### src/hdl/ffa_pkg.sv
// shared types, codes and constants of the first-fit allocator
// no dependencies; imported by every rtl module
package ffa_pkg;

	localparam int HEAP_BYTES   = 4096;
	localparam int HEADER_BYTES = 16;
	localparam int OFF_W        = 12;
	localparam int SIZE_W       = 12;
	localparam int LINK_W       = OFF_W + 1;
	localparam int HB_W         = 13;
	localparam int STEP_W       = 13;
	localparam int HB_MIN       = 64;

	localparam logic [1:0] OP_ALLOC  = 2'd0;
	localparam logic [1:0] OP_FREE   = 2'd1;
	localparam logic [1:0] OP_RESIZE = 2'd2;
	localparam logic [1:0] OP_INIT   = 2'd3;

	localparam logic [1:0] ST_OK    = 2'd0;
	localparam logic [1:0] ST_NOFIT = 2'd1;
	localparam logic [1:0] ST_RANGE = 2'd2;

	typedef enum logic [2:0] {
		RES_NONE,
		RES_NULL,
		RES_FAIL,
		RES_RANGE,
		RES_KEEP,
		RES_GRANT
	} ffa_res_t;

	// commands from controller to datapath
	typedef struct packed {
		logic     latch_in;
		logic     init_wr;
		logic     rd_off;
		logic     rd_cur;
		logic     load_walk;
		logic     advance;
		logic     split_nn_wr;
		logic     split_cur_wr;
		logic     unlink_wr;
		logic     free_wr;
		ffa_res_t res;
	} ffa_cmd_t;

	// status from datapath to controller
	typedef struct packed {
		logic [1:0] op;
		logic       has_address;
		logic       in_range;
		logic       cur_ok;
		logic       walk_done;
		logic       fit;
		logic       split_ok;
		logic       keep;
		logic       out_busy;
	} ffa_stat_t;

endpackage

### src/hdl/ffa_ctrl.sv
// controller state machine of the first-fit allocator
// depends on ffa_pkg; drives the datapath through ffa_cmd_t
module ffa_ctrl import ffa_pkg::*; (
	input  logic      clk,
	input  logic      arst_n,
	input  logic      in_tvalid,
	output logic      in_tready,
	input  ffa_stat_t stat,
	output ffa_cmd_t  cmd
);

	typedef enum logic [8:0] {
		S_BOOT   = 9'b000000001,
		S_IDLE   = 9'b000000010,
		S_DECODE = 9'b000000100,
		S_RCHK   = 9'b000001000,
		S_ARD    = 9'b000010000,
		S_ACHK   = 9'b000100000,
		S_SPLIT  = 9'b001000000,
		S_UNLINK = 9'b010000000,
		S_FREE   = 9'b100000000
	} state_t;

	state_t state_q, state_d;
	logic   alloc_like;
	logic   moving;

	assign alloc_like = (stat.op == OP_ALLOC) || ((stat.op == OP_RESIZE) && !stat.has_address);
	assign moving     = (stat.op == OP_RESIZE) && stat.has_address;
	assign in_tready  = (state_q == S_IDLE) && !stat.out_busy;

	// next state and commands
	always_comb begin
		state_d = state_q;
		cmd     = '0;
		cmd.res = RES_NONE;
		case (state_q)
			S_BOOT: begin
				cmd.init_wr = 1'b1;
				state_d     = S_IDLE;
			end
			S_IDLE: begin
				if (in_tvalid && in_tready) begin
					cmd.latch_in = 1'b1;
					state_d      = S_DECODE;
				end
			end
			S_DECODE: begin
				state_d = S_IDLE;
				if (alloc_like) begin
					cmd.load_walk = 1'b1;
					state_d       = S_ARD;
				end else if (stat.op == OP_FREE) begin
					if (!stat.has_address) begin
						cmd.res = RES_NULL;
					end else if (!stat.in_range) begin
						cmd.res = RES_RANGE;
					end else begin
						cmd.free_wr = 1'b1;
						cmd.res     = RES_NULL;
					end
				end else if (stat.op == OP_RESIZE) begin
					if (!stat.in_range) begin
						cmd.res = RES_RANGE;
					end else begin
						cmd.rd_off = 1'b1;
						state_d    = S_RCHK;
					end
				end else begin
					cmd.init_wr = 1'b1;
					cmd.res     = RES_NULL;
				end
			end
			S_RCHK: begin
				if (stat.keep) begin
					cmd.res = RES_KEEP;
					state_d = S_IDLE;
				end else begin
					cmd.load_walk = 1'b1;
					state_d       = S_ARD;
				end
			end
			S_ARD: begin
				if (!stat.cur_ok || stat.walk_done) begin
					cmd.res = RES_FAIL;
					state_d = S_IDLE;
				end else begin
					cmd.rd_cur = 1'b1;
					state_d    = S_ACHK;
				end
			end
			S_ACHK: begin
				if (!stat.fit) begin
					cmd.advance = 1'b1;
					state_d     = S_ARD;
				end else if (stat.split_ok) begin
					cmd.split_nn_wr = 1'b1;
					state_d         = S_SPLIT;
				end else begin
					state_d = S_UNLINK;
				end
			end
			S_SPLIT: begin
				cmd.split_cur_wr = 1'b1;
				state_d          = S_UNLINK;
			end
			S_UNLINK: begin
				cmd.unlink_wr = 1'b1;
				if (moving) begin
					state_d = S_FREE;
				end else begin
					cmd.res = RES_GRANT;
					state_d = S_IDLE;
				end
			end
			S_FREE: begin
				cmd.free_wr = 1'b1;
				cmd.res     = RES_GRANT;
				state_d     = S_IDLE;
			end
			default: begin
				state_d = S_IDLE;
			end
		endcase
	end

	// state register
	always_ff @(posedge clk or negedge arst_n) begin
		if (!arst_n) begin
			state_q <= S_BOOT;
		end else begin
			state_q <= state_d;
		end
	end

endmodule

### config.mk
export PLATFORM = sky130hd
export DESIGN_NAME = ffa_ctrl
export DESIGN_NICKNAME = d
export VERILOG_FILES = /design/src/hdl/ffa_pkg.sv /design/src/hdl/ffa_ctrl.sv
export SDC_FILE = /design/constraint.sdc
export NUM_CORES = 1
export LEC_CHECK = 0
export ABC_AREA = 1
export BUFFER_PORTS_ARGS = -buffer_cell sky130_fd_sc_hd__buf_4
export CAP_MARGIN = 30
export CORE_MARGIN = 2
export CORE_UTILIZATION = 43
export DETAILED_ROUTE_END_ITERATION = 7
export PLACE_DENSITY = 0.76
export SLEW_MARGIN = 20
export SYNTH_ARGS = -nofsm -noshare
export SYNTH_HDL_FRONTEND = slang
export SYNTH_SLANG_ARGS = --single-unit
### constraint.sdc
create_clock -name clk -period 1.1 [get_ports clk]
set_input_delay 0.11 -clock clk [delete_from_list [all_inputs] [get_ports clk]]
set_output_delay 0.11 -clock clk [all_outputs]
set_load 0.01 [all_outputs]
==> results of run 1 <==
==> repair_timing <==
item	in CTS
endpoints found under the hold margin	9
resized for setup	19
endpoints found under the setup margin	22
buffers inserted	4
hold buffers	1
pin swaps	3
==> cell families after synthesis <==
group	share of synthesized area [%]
compound gates	6.656
buf+inv	11.94
flops	30.89
other cells	0.5115
simple gates	50.00
==> Yosys cell counts, types with 2 or more instances <==
| cell type | n | area share [%] |
|---|---|---|
| sky130_fd_sc_hd__nor4_1 | 2 | 1.7 |
| sky130_fd_sc_hd__a21oi_1 | 2 | 1.4 |
| sky130_fd_sc_hd__inv_2 | 2 | 1.0 |
| sky130_fd_sc_hd__nor2_1 | 20 | 10 |
| sky130_fd_sc_hd__nor3_1 | 5 | 3.4 |
| sky130_fd_sc_hd__nand2_2 | 3 | 2.6 |
| sky130_fd_sc_hd__nand3_1 | 12 | 8.2 |
| sky130_fd_sc_hd__inv_1 | 20 | 10 |
| sky130_fd_sc_hd__nor2_4 | 3 | 4.6 |
| sky130_fd_sc_hd__dfrtp_1 | 8 | 27 |
| sky130_fd_sc_hd__nand2_1 | 19 | 9.7 |
==> metrics by stage <==
step                      instance area [um^2]  hold WS (ns)  worst slack, ns  util, %
after floorplan                          828.3       -0.1856          -0.1350        -
after global placement                    1160      -0.06419          -0.2526    74.40
after detailed placement                  1160      -0.06454          -0.2874    74.40
after CTS                                 1300       0.05886          -0.5527    83.39
==> qor_table.md, run 1 <==
| Group | Metric | This run |
|:---|:---|:---|
| status | Result of the run | aborted with a tool error |
| status | Exit stage | 5_1_grt |
| status | Error that halted the flow | [ERROR DPL-0033] detailed placement checks failed during check placement. |
| yosys | Netlist cell types | 26 |
| placed design | Cell count after placement | 169 |
| die | Starting density of the core | 47.03% |
| global route | Initial antenna violation count | 0 |
| yosys | Avg Inst Size Synth | 6.605 um^2 |
| sta | Pin category terminating the worst setup path after the last repair | output port |
| placed design | Port-buffer cells | 26 |
| cts | Clock buffer depth | 2 |
| die | Number of placement rows | 14 |
| sta | Post-GRT worst EP | cmd[3] |
| die | Height of the chip | 45.30 um |
| yosys | Count of flip-flops with a built-in enable after synthesis | 0 |
| placed design | Final weighted congestion of routability-driven global placement | 0.7959 |
| cts | Maximum level of the CTS H-tree | 1 |
| yosys | Synthesized net count | 124 |
| cts | CTS buffer count | 3 |
| die | Horizontal extent of the die | 45.30 um |
| yosys | Proportion of synthesized chip area in sequential cells | 30.89% |
| die | I/O pin count | 27 |
| cts | Clock Root Buffer | sky130_fd_sc_hd__clkbuf_4 |
| cts | Clock sink count | 9 |
| global route | Maximum number of pins on one net before global-route repair | 10 |
| yosys | Post-Synthesis Cells | 111 |
| yosys | FF+latch count, synth | 9 |
| placed design | Dpl hpwl | 1766 um |
| yosys | Top FF cell, synth | sky130_fd_sc_hd__dfrtp_1 |
| yosys | Fraction of registers with async set or reset after synthesis | 100.0% |
| yosys | Synthesized cell area | 733.2 um^2 |
| yosys | Synthesis warning total | 0 |
==> run 2, diff against run 1 <==
- CORE_AREA: default -> 2 2 63 65
- CORE_MARGIN: 2 -> default
- CORE_UTILIZATION: 43 -> default
- DIE_AREA: default -> 0 0 65 67
- PLACE_DENSITY: 0.76 -> default
- PLACE_DENSITY_LB_ADDON: default -> 0.15
- clock period: 1.1 -> 1.4 ns (I/O delays scaled with it)
==> qor_table.md, run 2 <==
| Group | Metric | This run | vs previous |
|:---|:---|:---|:---|
| yosys | Synthesis warning total | 0 | unchanged |
| status | Violations in the final reports | setup timing |  |
| yosys | Share of the synthesized area in the top cell type | 27.30% | unchanged |
| placed design | Dpl hpwl | 1678 um | -5.0% |
| power and ir drop | Sequential Power Share | 35.4% |  |
| power and ir drop | Worst IR drop on VDD | 0.0002823 V |  |
| yosys | Proportion of synthesized chip area in sequential cells | 30.89% | unchanged |
| yosys | Top FF cell, synth | sky130_fd_sc_hd__dfrtp_1 |  |
| worst setup path | Start-to-end type of the worst setup path | flop to output port |  |
| worst setup path | Worst-path fanout max | 3 |  |
| cts | Clock transition at the registers of the reported paths | 0.04 ns |  |
| detailed routing | DRC violations left | 0 |  |
| cts | Clock buffer depth | 2 | unchanged |
| placed design | Port-buffer cells | 26 | unchanged |
| sta | Max-slew violation total from the final report | 0 |  |
| die | Starting density of the core | 20.33% | -27 points |
| yosys | Main area contributors after synthesis | sky130_fd_sc_hd__dfrtp_1 (27%), sky130_fd_sc_hd__inv_1 (10%), sky130_fd_sc_hd__nor2_1 (10%) |  |
| cells and area | Final Instance Area | 1459 um^2 |  |
| cells and area | Commonest non-fill, non-tap cell in the layout | sky130_fd_sc_hd__buf_4 |  |
| global route | Number of global-route vias before repair | 816 |  |
| yosys | Post-synth top area cell | sky130_fd_sc_hd__dfrtp_1 |  |
| power and ir drop | Switching fraction of total power | 26.96% |  |
| power and ir drop | Power per Cell Area | 534.2 nW/um^2 |  |
| yosys | Post-Synthesis Cells | 111 | unchanged |
| cts | CTS buffer count | 3 | unchanged |
| sta | Total count of hold-check failures in the final report | 0 |  |
| worst setup path | Crit. End Element | output port |  |
| sta | Worst hold slack after final layout | 0.09764 ns |  |
| die | Number of placement rows | 22 | +8 |
| worst setup path | Type of element launching the critical path | flop |  |
| placed design | Total cell area at the placement stage | 1074 um^2 | -7.4% |
| detailed routing | Wire per inst | 10.68 um |  |
| global route | Maximum number of pins on one net before global-route repair | 10 |  |
| die | I/O pin count | 27 | unchanged |
| cts | Maximum level of the CTS H-tree | 1 | unchanged |
| cts | Clock Root Buffer | sky130_fd_sc_hd__clkbuf_8 |  |
| cts | Worst skew pair latency | 0.23 ns |  |
| yosys | Netlist cell types | 26 | unchanged |
| power and ir drop | Share of total power in combinational logic | 27.0% |  |
| cts | Clock tree from TritonCTS | built |  |
| cells and area | Antenna cell count | 0 |  |
| sta | Final cycle utilization of the critical path | 118.2% |  |
| global route | Initial antenna violation count | 0 |  |
| power and ir drop | Clock Power Share | 37.6% |  |
| cells and area | Filler Cells Inserted | 374 |  |
| detailed routing | Post-detailed-routing wire length | 2253 um |  |
| global route | Total global routing overflow | 0 |  |
| status | Result of the run | finished, violations left |  |
| yosys | Synthesized cell area | 733.2 um^2 | unchanged |
| cells and area | Utilization after layout | 40.46% |  |
| detailed routing | First-pass DRT Iterations | 5 |  |
| power and ir drop | Cell-internal power | 0.5692 mW |  |
| die | Std-Cell Core Area | 3606 um^2 |  |
| detailed routing | Antenna Nets Post-Route | 0 |  |
| cts | Clock sink count | 9 | unchanged |
| yosys | Synthesized net count | 124 | unchanged |
| global route | Wire length of the first global-routing pass | 3387 um |  |
| cells and area | Flip-flop count of the largest register after layout | 9 |  |
| worst setup path | Critical path data required time | 1.26 ns |  |
| hold path | Path type of the worst min-delay path | primary input to flop |  |
| cells and area | Most used cells in the layout excluding fill and tap cells | sky130_fd_sc_hd__buf_4 (37), sky130_fd_sc_hd__inv_1 (19), sky130_fd_sc_hd__nand2_1 (14), sky130_fd_sc_hd__nor2_1 (10), sky130_fd_sc_hd__buf_6 (10) |  |
| flow run | Max_cap viols | 0 |  |
| yosys | Avg Inst Size Synth | 6.605 um^2 | unchanged |
| sta | Minimum clock period | 1.655 ns |  |
| detailed routing | Detailed router's first-iteration violation count | 13 |  |
| yosys | Count of flip-flops with a built-in enable after synthesis | 0 | unchanged |
| cells and area | Top register by number of flip-flops | state_q |  |
| global route | GRT Util Overall | 10.23% |  |
| power and ir drop | Static Leakage | 0.7116 nW |  |
| placed design | Final weighted congestion of routability-driven global placement | 0.7314 | -8.1% |
| die | Total Die Area | 4355 um^2 |  |
| yosys | FF+latch count, synth | 9 | unchanged |
| die | Horizontal extent of the die | 65 um | +44% |
| cells and area | Area growth from synthesis to layout | 98.98% |  |
| sta | Worst setup skew after layout | 0.0008625 ns |  |
| cells and area | Fraction of layout cells with a size suffix above 1 | 60.74% |  |
| power and ir drop | Total power after layout | 0.7793 mW |  |
| sta | Highest clock frequency the design can meet | 604.2 MHz |  |
| die | Height of the chip | 67 um | +48% |
| detailed routing | Routed vias/inst | 4.104 |  |
| sta | Final critical-path setup slack | -0.2552 ns |  |
| worst setup path | Endpoint arrival time on the critical path | 1.52 ns |  |
| sta | Unrepaired setup endpoints after global routing | true |  |
| yosys | Commonest cells in the netlist | sky130_fd_sc_hd__inv_1 (20), sky130_fd_sc_hd__nor2_1 (20), sky130_fd_sc_hd__nand2_1 (19) |  |
| yosys | Fraction of registers with async set or reset after synthesis | 100.0% | unchanged |
| cells and area | Leading registers by flop count | state_q: 9 flops |  |
| sta | Number of setup violations in the final report | 14 |  |
| power and ir drop | Switching power | 0.2101 mW |  |
| cells and area | Final net count | 177 |  |
| detailed routing | Via count of the routed design | 866 |  |
==> run 2: cell counts after synthesis <==
Identical to the previous run, type by type.
==> run 2: timing repair <==
item	in CTS	in global routing
setup endpoints to repair	14	18
setup buffers	6	7
pin swaps	9	14
gates cloned	0	0
endpoints found under the hold margin	9	0
resized for setup	10	47
hold buffers	1	0
==> run 2: worst max-delay path: stages (launching register included) <==
cell	delay, ns
sky130_fd_sc_hd__dfrtp_1	0.40
sky130_fd_sc_hd__nor2_4	0.15
sky130_fd_sc_hd__nand2_4	0.10
sky130_fd_sc_hd__nor2_8	0.14
sky130_fd_sc_hd__nand2_2	0.06
sky130_fd_sc_hd__or2_1	0.23
sky130_fd_sc_hd__nand2_1	0.08
sky130_fd_sc_hd__buf_4	0.11
==> run 2: metrics by stage <==
stage          std cells  setup TNS [ns]  setup WS (ns)
6_report             211          -2.584        -0.2552
5_1_grt              211          -3.758        -0.3449
4_1_cts              207          -2.923        -0.2594
3_5_place_dp         196        -0.08018       -0.04882
3_3_place_gp         196         -0.1208       -0.07061
2_1_floorplan        111               0         0.1029
==> run 2: layout make-up <==
| cell class | instances | area, um^2 | area share (%) |
|---|---|---|---|
| clock buffers | 4 | 45.04 | 3.087 |
| multi-input cells | 79 | 621.8 | 42.62 |
| flip-flops and latches | 9 | 226.5 | 15.52 |
| well taps | 48 | 60.06 | 4.117 |
| inverters | 22 | 85.08 | 5.832 |
| repair buffers | 49 | 420.4 | 28.82 |
==> run 2: final timing paths <==
path,startpoint,endpoint,slack [ns],cells past startpoint
min,stat[0],state_q[2],0.1,2
min reg2reg,state_q[1],state_q[8],0.62,3
min in group asynchronous,arst_n,state_q[4],0.27,2
max in group asynchronous,arst_n,state_q[0],0.91,2
max reg2reg,state_q[4],state_q[1],0,9
max,state_q[5],cmd[8],-0.26,7
==> run 2: metal layers <==
| metal | vias up | track usage (%) | part of all wire (%) |
|---|---|---|---|
| li1 | 450 | - | - |
| met1 | 401 | 11.82 | 41 |
| met2 | 13 | 18.43 | 55 |
| met3 | 2 | 1.520 | 2.7 |
| met4 | 0 | 4.787 | 1.2 |
| met5 | - | 0 | 0 |
==> run 2: logic make-up after synthesis <==
logic type	Yosys count	share of synthesized area, %
AO/OA/AOI/OAI	7	6.656
buffers and inverters	23	11.94
flip-flops	9	30.89
other	1	0.5115
AND/OR/NAND/NOR	71	50.00
==> run 2: power by group through the flow <==
stage	Sequential, mW	Clock (mW)	Combinational, mW
global route	0.276	0.325	0.230
floorplan	0.279	0	0.0694
finish	0.276	0.293	0.211
CTS	0.275	0.303	0.169
detailed placement	0.279	0	0.145
global placement	0.279	0	0.144
Power figures use the tool's default switching activity.
